File: src/design/assert_macros.svh
// Assertion macros shared by the rotator RTL.
// Each macro builds one labeled concurrent assertion on a clock and an active-low reset.
`ifndef ASSERT_MACROS_SVH
`define ASSERT_MACROS_SVH

// Same-cycle implication.
`define ASSERT_IMPLY(lbl, clk, rst_n, ante, cons) \
    lbl: assert property (@(posedge clk) disable iff (!rst_n) (ante) |-> (cons)) \
        else $error("assertion failed: same-cycle implication");

// Next-cycle implication.
`define ASSERT_NEXT(lbl, clk, rst_n, ante, cons) \
    lbl: assert property (@(posedge clk) disable iff (!rst_n) (ante) |=> (cons)) \
        else $error("assertion failed: next-cycle implication");

`endif

File: src/design/irb_pkg.sv
// Shared types and constants for the bilinear image rotator.
// No dependencies; imported by the controller, datapath and top level.
package irb_pkg;

    localparam int DIMW  = 7;
    localparam int TRIGW = 16;
    localparam int PIXW  = 32;
    localparam int CFGW  = 16;
    localparam int CIDXW = 2;

    localparam logic [CIDXW-1:0] CFG_SRC_WIDTH  = 2'd0;
    localparam logic [CIDXW-1:0] CFG_SRC_HEIGHT = 2'd1;
    localparam logic [CIDXW-1:0] CFG_SINE       = 2'd2;
    localparam logic [CIDXW-1:0] CFG_COSINE     = 2'd3;

    localparam logic FUNC_LOAD   = 1'b0;
    localparam logic FUNC_RENDER = 1'b1;

    // Commands from the controller to the datapath.
    typedef struct packed {
        logic       cap;
        logic       mul;
        logic       sum;
        logic       ofs;
        logic       rot;
        logic       src;
        logic       wgt;
        logic       rd_go;
        logic [1:0] rd_idx;
        logic       div_go;
        logic [2:0] div_bit;
    } irb_cmd_t;

endpackage

File: src/design/irb_ctrl.sv
// Sequencer for the rotator: steps one render item through map, fetch and divide.
// Depends on irb_pkg for the command struct.
module irb_ctrl
    import irb_pkg::*;
(
    input  logic     clk,
    input  logic     rst_n,
    input  logic     start,
    input  logic     func,
    output logic     busy,
    output logic     done,
    output irb_cmd_t cmd
);

    localparam logic [3:0] S_IDLE = 4'd0;
    localparam logic [3:0] S_MUL  = 4'd1;
    localparam logic [3:0] S_SUM  = 4'd2;
    localparam logic [3:0] S_OFS  = 4'd3;
    localparam logic [3:0] S_ROT  = 4'd4;
    localparam logic [3:0] S_SRC  = 4'd5;
    localparam logic [3:0] S_WGT  = 4'd6;
    localparam logic [3:0] S_RD   = 4'd7;
    localparam logic [3:0] S_DIV  = 4'd8;
    localparam logic [3:0] S_OUT  = 4'd9;

    logic [3:0] state_reg, state_next;
    logic [2:0] k_reg, k_next;
    logic [2:0] bit_reg, bit_next;

    always_ff @(posedge clk or negedge rst_n)
    begin
        if (!rst_n)
        begin
            state_reg <= S_IDLE;
            k_reg     <= 3'd0;
            bit_reg   <= 3'd0;
        end
        else
        begin
            state_reg <= state_next;
            k_reg     <= k_next;
            bit_reg   <= bit_next;
        end
    end

    always_comb
    begin
        state_next = state_reg;
        k_next     = k_reg;
        bit_next   = bit_reg;
        cmd        = '0;
        cmd.rd_idx  = k_reg[1:0];
        cmd.div_bit = bit_reg;
        case (state_reg)
            S_IDLE:
            begin
                cmd.cap = start;
                if (start && func == FUNC_RENDER)
                begin
                    state_next = S_MUL;
                end
            end
            S_MUL:
            begin
                cmd.mul    = 1'b1;
                state_next = S_SUM;
            end
            S_SUM:
            begin
                cmd.sum    = 1'b1;
                state_next = S_OFS;
            end
            S_OFS:
            begin
                cmd.ofs    = 1'b1;
                state_next = S_ROT;
            end
            S_ROT:
            begin
                cmd.rot    = 1'b1;
                state_next = S_SRC;
            end
            S_SRC:
            begin
                cmd.src    = 1'b1;
                state_next = S_WGT;
            end
            S_WGT:
            begin
                cmd.wgt    = 1'b1;
                k_next     = 3'd0;
                state_next = S_RD;
            end
            S_RD:
            begin
                // issue four reads, then a pass with no read drains the last accumulate
                cmd.rd_go = !k_reg[2];
                k_next    = k_reg + 3'd1;
                if (k_reg[2])
                begin
                    bit_next   = 3'd7;
                    state_next = S_DIV;
                end
            end
            S_DIV:
            begin
                cmd.div_go = 1'b1;
                bit_next   = bit_reg - 3'd1;
                if (bit_reg == 3'd0)
                begin
                    state_next = S_OUT;
                end
            end
            S_OUT:
            begin
                state_next = S_IDLE;
            end
            default:
            begin
                state_next = S_IDLE;
            end
        endcase
    end

    assign busy = (state_reg != S_IDLE);
    assign done = (state_reg == S_OUT);

endmodule

File: config.mk
export PLATFORM = sky130hd
export DESIGN_NAME = irb_ctrl
export DESIGN_NICKNAME = d
export VERILOG_FILES = /design/src/design/assert_macros.svh /design/src/design/irb_pkg.sv /design/src/design/irb_ctrl.sv
export SDC_FILE = /design/constraint.sdc
export NUM_CORES = 1
export LEC_CHECK = 0
export ABC_AREA = 1
export BUFFER_PORTS_ARGS = -buffer_cell sky130_fd_sc_hd__buf_2
export CAP_MARGIN = 20
export CORE_MARGIN = 2
export CORE_UTILIZATION = 45
export CTS_BUF_LIST = sky130_fd_sc_hd__clkbuf_4 sky130_fd_sc_hd__clkbuf_8 sky130_fd_sc_hd__clkbuf_16
export DETAILED_ROUTE_END_ITERATION = 8
export GPL_ROUTABILITY_DRIVEN = 0
export MAX_ROUTING_LAYER = met4
export PLACE_DENSITY = 0.8
export SLEW_MARGIN = 10
export SYNTH_ARGS = -nofsm -noshare
export SYNTH_HDL_FRONTEND = slang
export SYNTH_SLANG_ARGS = --single-unit
File: constraint.sdc
create_clock -name clk -period 1.7 [get_ports clk]
set_clock_uncertainty 0.2 [all_clocks]
set_input_delay 0.17 -clock clk [delete_from_list [all_inputs] [get_ports clk]]
set_output_delay 0.17 -clock clk [all_outputs]
set_load 0.01 [all_outputs]
==> results of run 1 <==
how the worst max path moves through the flow:
stage	startpoint	end	cells past startpoint
after detailed placement	state_reg[3]$_DFFE_PN0P_	cmd[6]	6
after global routing	state_reg[2]$_DFFE_PN0P_	cmd[11]	4
after global placement	state_reg[3]$_DFFE_PN0P_	cmd[6]	6
after CTS	state_reg[3]$_DFFE_PN0P_	cmd[6]	6
after floorplan	bit_reg[0]$_DFFE_PN0P_	state_reg[0]$_DFFE_PN0P_	6
final	state_reg[3]$_DFFE_PN0P_	cmd[3]	5
cell usage after synthesis:
| master | n | area [µm²] |
|---|---|---|
| a21oi_1 | 1 | 5.00 |
| a21oi_2 | 1 | 8.76 |
| buf_4 | 2 | 15.0 |
| dfrtp_1 | 10 | 250 |
| ha_1 | 3 | 37.5 |
| inv_1 | 13 | 48.8 |
| inv_2 | 1 | 3.75 |
| nand2_1 | 20 | 75.1 |
| nand2_2 | 3 | 18.8 |
| nand2_4 | 2 | 22.5 |
| nand3_1 | 3 | 15.0 |
| nand3b_1 | 1 | 7.51 |
| nor2_1 | 7 | 26.3 |
| nor2_2 | 1 | 6.26 |
| nor2_4 | 1 | 11.3 |
| nor3_1 | 4 | 20.0 |
| o211ai_1 | 1 | 7.51 |
| o21ai_0 | 1 | 5.00 |
| o2bb2ai_1 | 1 | 8.76 |
| o31ai_1 | 1 | 7.51 |
| xor2_1 | 1 | 8.76 |
timing repair:
action | in CTS | in global routing
hold buffers | 1 | 0
pin swaps | 1 | 1
resized for setup | 2 | 7
buffers inserted | 1 | 1
endpoints found under the setup margin | 2 | 7
hold endpoints to repair | 10 | 0
critical path, stage by stage, from the launching register on:
cell	delay, ns
dfrtp_1	0.42
inv_2	0.08
nor2_1	0.16
nand2_2	0.15
inv_2	0.09
buf_2	0.12
cells by family (layout without fill, tap and decap cells):
group                    count (synthesis)  after routing  synth area share [%]
adder cells (fa/ha/maj)                  3              3                  6.16
flip-flops                              10             10                  41.1
buffers and inverters                   16             40                  11.1
AND/OR/NAND/NOR                         42             42                  33.3
XOR/XNOR                                 1              1                  1.44
AO/OA/AOI/OAI                            6              6                  6.98
layout by cell type, fill, tap and decap left out, drive strengths merged:
cell         instances
nand2               25
dlygate4sd3          1
a21oi                2
nand3                3
o211ai               1
inv                 14
o31ai                1
o21ai                1
buf                 21
nor2                 9
clkbuf               4
o2bb2ai              1
nand3b               1
xor2                 1
nor3                 4
dfrtp               10
ha                   3
routing by layer:
layer | vias up | part of all wire (%)
met5 | - | 0
met4 | 0 | 0.46
met3 | 2 | 5.5
met2 | 23 | 50
met1 | 255 | 44
li1 | 292 | -
through the flow:
| step | hold WS, ns | power [mW] | TNS (ns) | utilization (%) |
|---|---|---|---|---|
| 3_5_place_dp | -0.153 | 1.15 | 0 | 55.1 |
| 6_report | 0.0646 | 1.45 | 0 | 61.5 |
| 3_3_place_gp | -0.155 | 1.13 | 0 | 55.1 |
| 2_1_floorplan | -0.326 | 0.950 | 0 | - |
| 4_1_cts | 0.0604 | 1.41 | 0 | 59.9 |
| 5_1_grt | 0.0960 | 1.59 | -0.132 | 61.5 |
final cells by class:
class,count,share of cell area [%]
Multi-Input combinational cell,52,39.4
Sequential cell,10,31.8
Clock buffer,4,4.59
Inverter,14,6.65
Timing Repair Buffer,22,15.2
Tap cell,15,2.37
where the power goes:
part           switching [mW]  internal [mW]  leakage [nW]  total (mW)
sequential              0.133          0.343         0.123       0.476
clock                  0.0836          0.130        0.0210       0.214
combinational           0.447          0.308         0.323       0.755
total                   0.664          0.781         0.467        1.45
==> results.tsv, run 1 <==
stage	metric	value	unit
floorplan	io_pins	20	
floorplan	die_w	40.8	µm
logic_synthesis	yosysWarnings	0	
floorplan	row_count	13	
power	p_per_area	1830	nW/µm²
grt	use_met1	21.3	%
finish	nFillCells	109	
logic_synthesis	seq_area_frac_synth	41.1	%
hold_path	hold_depth	5	
sta	worst_pin_slew	0.237	ns
sta	grt_setup_unrepaired	true	
finish	num_antenna_cells	0	
grt	antenna_found_initial	0	
setup_path	rr_startpoint	state_reg[3]$_DFFE_PN0P_	
hold_path	min_from	func	
placed_design	dp_cells	110	
routing	drc_errors	0	
clocking	htreeDepth	1	
run	drv_cap	0	
grt	grt_pass1_wl	2010	µm
placed_design	hpwl	968	µm
finish	fin_nets	110	
finish	final_area	791	µm²
setup_path	startpoint_type	flip-flop	
floorplan	fp.coreArea	1280	µm²
finish	area_growth	29.8	%
logic_synthesis	synthCells	78	
finish	multi_input_area	312	µm²
setup_path	r2r_setup_slack	0.30	ns
placed_design	place_ws	0.165	ns
placed_design	io_buffers	19	
routing	wl_per_cell	11.1	µm
grt	grt_max_degree	11	
status	status	finished clean	
clocking	clkLatencyLatePin	0.26	ns
power	leakagePower	0.467	nW
grt	gr-total-overflow	0	
grt	grt_util_met2	33.2	%
sta	hold_viol	0	
finish	layout-drive-gt1-share	39.2	%
floorplan	die_h	40.8	µm
routing	first_pass_iters	4	
floorplan	dieArea	1660	µm²
power	vdd_drop_max	0.000806	V
sta	fin_ws	0.0398	ns
sta	setup_viol	0	
clocking	clockRootBuffer	clkbuf_4	
clocking	clk_path_buf_depth	2	
finish	instances_no_fill	117	
sta	timing.fmax	602	MHz
clocking	clkTransAtPathRegs	0.07	ns
routing	drtIter0Drc	13	
logic_synthesis	syn_area	609	µm²
sta	period_minus_slack	1.66	ns
grt	use_met3	4.89	%
routing	avgViaCountPerCell	4.89	
setup_path	cp.required	1.33	ns
setup_path	critPathMaxFanout	5	
sta	relSlewSlack	84.2	%
sta	slew_violations	0	
setup_path	r2r-end	bit_reg[0]$_DFFE_PN0P_	
clocking	cts.sinks	10	
finish	seqCellArea	251	µm²
routing	ant_nets	0	
clocking	cts_inserted_buffers	3	
routing	vias	572	
placed_design	placed_cell_area	708	µm²
setup_path	r2r_cells	8	
logic_synthesis	syn_avg_cell_area	7.81	µm²
clocking	cts_tree	yes	
floorplan	initial_core_util	47.4	%
grt	grt_pass1_vias	476	
logic_synthesis	syn_nets	85	
grt	track_usage	19.7	%
logic_synthesis	synth_cell_types	21	
sta	min_period_over_period	97.7	%
setup_path	crit_type	reg2out	
routing	drt_wl_total	1290	µm
finish	largest_reg_flops	4	
hold_path	hold_end	state_reg[0]$_DFFE_PN0P_	
setup_path	cp-end-kind	output pin	
grt	grt-busiest-layer	met2	
setup_path	cp_data_arrival_time	1.29	ns
hold_path	hp-class	in2reg	
logic_synthesis	ys_ff_latch	10	
(Power assumes the default switching activity.)
==> inputs of run 2 (changes only) <==
--- a/config.mk
+++ b/config.mk
@@ -7,3 +7,2 @@
 export LEC_CHECK = 0
-export ABC_AREA = 1
 export BUFFER_PORTS_ARGS = -buffer_cell sky130_fd_sc_hd__buf_2
==> constraint.sdc (replaced) <==
create_clock -name clk -period 1.7 [get_ports clk]
set_clock_uncertainty 0.2 [all_clocks]
set_input_delay 0.085 -clock clk [delete_from_list [all_inputs] [get_ports clk]]
set_output_delay 0.085 -clock clk [all_outputs]
set_load 0.01 [all_outputs]
==> results.tsv, run 2 <==
stage	metric	value	unit
status	status	finished clean	
grt	antenna_found_initial	0	
logic_synthesis	syn_nets	75	
sta	timing.fmax	595	MHz
grt	grt_pass1_vias	514	
logic_synthesis	synthXorXnorAreaFrac	1.38	%
setup_path	rr_startpoint	state_reg[1]$_DFFE_PN0P_	
logic_synthesis	seq_area_frac_synth	39.4	%
power	vdd_drop_max	0.000994	V
clocking	clockRootBuffer	clkbuf_4	
sta	worst_pin_slew	0.275	ns
sta	relSlewSlack	81.6	%
setup_path	cp_data_arrival_time	1.39	ns
clocking	cts_inserted_buffers	3	
logic_synthesis	synth-adder-area-share	5.92	%
setup_path	r2r_cells	4	
routing	drt_wl_total	1390	µm
logic_synthesis	ys_ff_latch	10	
floorplan	row_count	13	
sta	grt_setup_unrepaired	true	
sta	slew_violations	0	
setup_path	critPathMaxStageDelay	0.51	ns
routing	avgViaCountPerCell	5.38	
sta	min_period_over_period	98.8	%
logic_synthesis	syn_avg_cell_area	9.33	µm²
finish	final_common_cell	buf_2	
logic_synthesis	synth-compound-area-share	17.2	%
grt	gr-total-overflow	0	
setup_path	crit_chain	nor4b_4, buf_4, buf_2	
clocking	htreeDepth	1	
logic_synthesis	synthTopCellsByCount	10 x dfrtp_1, 7 x nand2_1, 6 x nor2_1	
floorplan	initial_core_util	48.7	%
logic_synthesis	synthMuxAreaShare	0	%
sta	period_minus_slack	1.68	ns
routing	ant_nets	0	
logic_synthesis	syn_area	634	µm²
routing	first_pass_iters	4	
setup_path	startpoint_type	flip-flop	
setup_path	crit_type	reg2out	
logic_synthesis	yosys_most_used_dff	dfrtp_1	
routing	wl_per_cell	13.0	µm
logic_synthesis	yosysMostFrequentCell	dfrtp_1	
routing	drtIter0Drc	15	
setup_path	cp.required	1.41	ns
finish	final_area	836	µm²
setup_path	r2r_setup_slack	0.16	ns
logic_synthesis	synthSimpleGateAreaFrac	26.0	%
floorplan	die_w	41.5	µm
finish	area_growth	31.8	%
logic_synthesis	yosysWarnings	0	
floorplan	die_h	41.5	µm
finish	nFillCells	113	
logic_synthesis	synth_top_area_cell	dfrtp_1	
setup_path	critPathMaxFanout	13	
finish	final_util	64.2	%
logic_synthesis	synthCells	68	
finish	layout-drive-gt1-share	40.2	%
setup_path	slowest_stage	dfrtp_2	
power	p_per_area	1680	nW/µm²
clocking	cts_tree	yes	
routing	vias	576	
finish	largest_reg_flops	4	
floorplan	io_pins	20	
logic_synthesis	synth_edf_count	0	
finish	final_cell_mix	19 x buf_2, 7 x nand2_1, 6 x dfrtp_1, 5 x inv_1	
setup_path	cp.buffers_inverters	2	
clocking	clkTransAtPathRegs	0.07	ns
power	finalPower	1.40	mW
run	drv_cap	0	
grt	track_usage	17.3	%
sta	hold_viol	0	
finish	num_antenna_cells	0	
grt	grt_pass1_wl	2230	µm
finish	fin_nets	100	
clocking	clk_path_buf_depth	2	
floorplan	dieArea	1730	µm²
logic_synthesis	synth_cell_types	28	
placed_design	hpwl	968	µm
logic_synthesis	ys_top_cells_by_area	dfrtp_1 39%, ha_1 5.9%, nand2_1 4.1%	
power	leakagePower	0.423	nW
grt	grt_max_degree	16	
logic_synthesis	async_flop_share	100	%
hold_path	hp-class	in2async	
clocking	clkLatencyLatePin	0.26	ns
setup_path	r2r-end	bit_reg[1]$_DFFE_PN0P_	
setup_path	cp-end-kind	output pin	
logic_synthesis	synth.top_cell.area_share	39.4	%
setup_path	critPathTopFamily	flip-flops	
clocking	cts.sinks	10	
floorplan	fp.coreArea	1300	µm²
placed_design	placed_cell_area	726	µm²
routing	drc_errors	0	
logic_synthesis	synth_top_family_by_area	simple AND/OR/NAND/NOR gates	
placed_design	io_buffers	19	
sta	setup_viol	0	
[run 2: logic make-up (layout without fill, tap and decap cells)]
kind of cell,Yosys count,in the layout
adder cells (fa/ha/maj),3,3
buffers and inverters,12,36
XOR/XNOR,1,1
AND/OR/NAND/NOR,28,28
AO/OA/AOI/OAI,14,14
flip-flops,10,10
[run 2: area by class of cell]
cell class	count	area [µm²]	area share, %
Multi-Input combinational cell	46	340	40.7
Sequential cell	10	255	30.5
Timing Repair Buffer	27	166	19.9
Clock buffer	4	36.3	4.34
Inverter	5	18.8	2.25
Tap cell	15	18.8	2.25
[run 2: worst max path at each step]
stage	from	endpoint	slack [ns]	cells past startpoint
2_1_floorplan	state_reg[0]$_DFFE_PN0P_	bit_reg[1]$_DFFE_PN0P_	0.18	4
3_3_place_gp	state_reg[1]$_DFFE_PN0P_	bit_reg[0]$_DFFE_PN0P_	0.24	4
3_5_place_dp	state_reg[1]$_DFFE_PN0P_	k_reg[2]$_DFFE_PN0P_	0.20	3
4_1_cts	state_reg[2]$_DFFE_PN0P_	cmd[11]	0.004	3
5_1_grt	state_reg[1]$_DFFE_PN0P_	cmd[3]	-0.04	3
6_report	state_reg[1]$_DFFE_PN0P_	cmd[3]	0.02	3
[run 2: through the flow]
stage	TNS (ns)	setup WS (ns)	hold WS, ns	instances
floorplan	0	0.177	-0.411	68
global placement	0	0.242	-0.245	98
detailed placement	0	0.195	-0.245	98
CTS	0	0.00376	0.00594	105
global route	-0.0668	-0.0400	0.00929	107
finish	0	0.0205	0.000583	107
[run 2: power breakdown]
| group | leakage (nW) | total (mW) | switching, mW | internal [mW] |
|---|---|---|---|---|
| Clock | 0.0210 | 0.217 | 0.0867 | 0.130 |
| Combinational | 0.290 | 0.696 | 0.376 | 0.320 |
| Sequential | 0.112 | 0.491 | 0.150 | 0.341 |
| Total | 0.423 | 1.40 | 0.613 | 0.791 |
[run 2: what timing repair did]
item / CTS / global route
setup buffers: 0 / 2
hold endpoints to repair: 11 / 0
endpoints found under the setup margin: 3 / 9
hold buffers: 3 / 0
resized for setup: 1 / 8
pin swaps: 0 / 2
[run 2: layer usage]
layer  vias to the layer above  track usage, %  share of wire (%)
li1                        281               -                  -
met1                       277            21.0                 44
met2                        16            28.4                 51
met3                         2            3.91                4.7
met4                         0            5.81               0.86
met5                         -               -                  0
==> inputs of run 3 (changes only) <==
Settings changed: CORE_UTILIZATION 45 to 35, PLACE_DENSITY 0.8 to 0.66.
==> results.tsv, run 3 (synthesis gave the netlist of run 2 again) <==
stage	metric	value	unit
clocking	clkLatencyLatePin	0.26	ns
status	status	finished clean	
routing	first_pass_iters	4	
routing	ant_nets	0	
setup_path	crit_start	func	
clocking	cts_tree	yes	
grt	antenna_found_initial	0	
grt	gr-total-overflow	0	
run	drv_cap	0	
floorplan	fp.coreArea	1710	µm²
sta	timing.fmax	612	MHz
routing	wl_per_cell	11.9	µm
power	vdd_drop_max	0.000718	V
setup_path	cp-endpoint	state_reg[0]$_DFFE_PN0P_	
finish	final_cell_mix	18 x buf_2, 7 x nand2_1, 7 x buf_4, 6 x dfrtp_1	
clocking	clk_path_buf_depth	2	
placed_design	placed_cell_area	731	µm²
sta	setup_tns	0	ns
hold_path	hp-class	in2async	
routing	drtIter0Drc	4	
routing	drt_wl_total	1420	µm
finish	layout-drive-gt1-share	39.4	%
clocking	cts.sinks	10	
grt	track_usage	14.9	%
setup_path	cp.buffers_inverters	3	
setup_path	startpoint_type	input pin	
sta	relSlewSlack	83.1	%
sta	slew_violations	0	
finish	largest_reg_flops	4	
floorplan	initial_core_util	37.1	%
placed_design	io_buffers	19	
setup_path	critPathMaxStageDelay	0.55	ns
placed_design	hpwl	968	µm
floorplan	die_w	46.6	µm
sta	setup_viol	0	
clocking	clockRootBuffer	clkbuf_4	
setup_path	crit_top_cell	dlygate4sd3_1	
setup_path	r2r_cells	4	
clocking	cts_inserted_buffers	3	
floorplan	row_count	15	
finish	final_common_cell	buf_2	
sta	hold_viol	0	
setup_path	cp-end-kind	flip-flop	
clocking	clkTransAtPathRegs	0.06	ns
grt	grt_pass1_vias	465	
finish	final_area	855	µm²
clocking	htreeDepth	1	
power	leakagePower	0.428	nW
setup_path	cp_data_arrival_time	1.63	ns
setup_path	rr_startpoint	state_reg[1]$_DFFE_PN0P_	
setup_path	crit_type	in2reg	
finish	fin_nets	103	
floorplan	die_h	46.6	µm
finish	num_antenna_cells	0	
sta	worst_pin_slew	0.251	ns
routing	avgViaCountPerCell	4.75	
setup_path	critPathTopFamily	buffers and inverters	
setup_path	path_depth	6	
routing	drc_errors	0	
sta	period_minus_slack	1.63	ns
setup_path	cp.required	1.70	ns
setup_path	r2r_setup_slack	0.17	ns
finish	area_growth	34.7	%
sta	min_period_over_period	96.1	%
setup_path	crit_chain	dlygate4sd3_1, buf_2, nand2_1, dlygate4sd3_1, a32oi_1, o21a_1	
setup_path	r2r-end	bit_reg[1]$_DFFE_PN0P_	
setup_path	critPathMaxFanout	1	
floorplan	dieArea	2170	µm²
floorplan	io_pins	20	
grt	grt_max_degree	14	
setup_path	slowest_stage	dlygate4sd3_1	
power	p_per_area	1640	nW/µm²
grt	grt_pass1_wl	2150	µm
routing	vias	565	
[run 3: repair_timing]
action                                  CTS  global route
gates cloned                              0             0
hold buffers                              3             0
hold endpoints to repair                 11             0
resized for setup                         4             2
endpoints found under the setup margin    7             5
setup buffers                             0             6
pin swaps                                 1             1
[run 3: report_power, final]
part | leakage (nW) | total, mW | switching, mW | internal [mW]
combinational | 0.302 | 0.748 | 0.372 | 0.376
clock | 0.0138 | 0.157 | 0.0754 | 0.0815
sequential | 0.112 | 0.495 | 0.153 | 0.342
[run 3: area by class of cell]
type                    instances  area [µm²]
inverters                       5        18.8
fillers                       178         853
clock buffers                   3        22.5
repair buffers                 30         204
flip-flops and latches         10         255
well taps                      25        31.3
multi-input cells              46         323
[run 3: worst min-delay path by stage]
stage | startpoint | to | slack (ns) | cells past startpoint
3_5_place_dp | rst_n | k_reg[2]$_DFFE_PN0P_ | -0.24 | 1
4_1_cts | rst_n | state_reg[0]$_DFFE_PN0P_ | 0.02 | 2
5_1_grt | rst_n | state_reg[0]$_DFFE_PN0P_ | 0.04 | 2
6_report | rst_n | bit_reg[0]$_DFFE_PN0P_ | 0.01 | 2
3_3_place_gp | rst_n | k_reg[2]$_DFFE_PN0P_ | -0.24 | 1
2_1_floorplan | rst_n | bit_reg[0]$_DFFE_PN0P_ | -0.41 | 0
[run 3: worst reg2reg max path: cells and delay by family (launching register included)]
kind / cells / cell delay, ns
flops: 1 / 0.50
simple gates: 1 / 0.30
compound gates: 2 / 0.29
buf+inv: 1 / 0.16
[run 3: through the flow]
step | util [%] | hold WS (ns) | instances | power, mW | worst slack [ns]
after detailed placement | 42.8 | -0.235 | 107 | 1.12 | 0.116
after floorplan | - | -0.411 | 68 | 0.965 | 0.177
after CTS | 46.4 | 0.0164 | 113 | 1.30 | -0.00895
after global placement | 42.8 | -0.241 | 107 | 1.09 | 0.200
final | 50.0 | 0.0149 | 119 | 1.40 | 0.0659
after global routing | 50.0 | 0.0392 | 119 | 1.54 | -0.0164
[run 3: layer usage]
metal	up-vias	share of wire, %	wire (µm)	GRT usage (%)
met2	10	50	713	23.1
li1	286	-	-	-
met5	-	0	0	-
met3	2	3.9	56	4.31
met1	267	45	640	17.0
met4	0	0.84	12	8.57
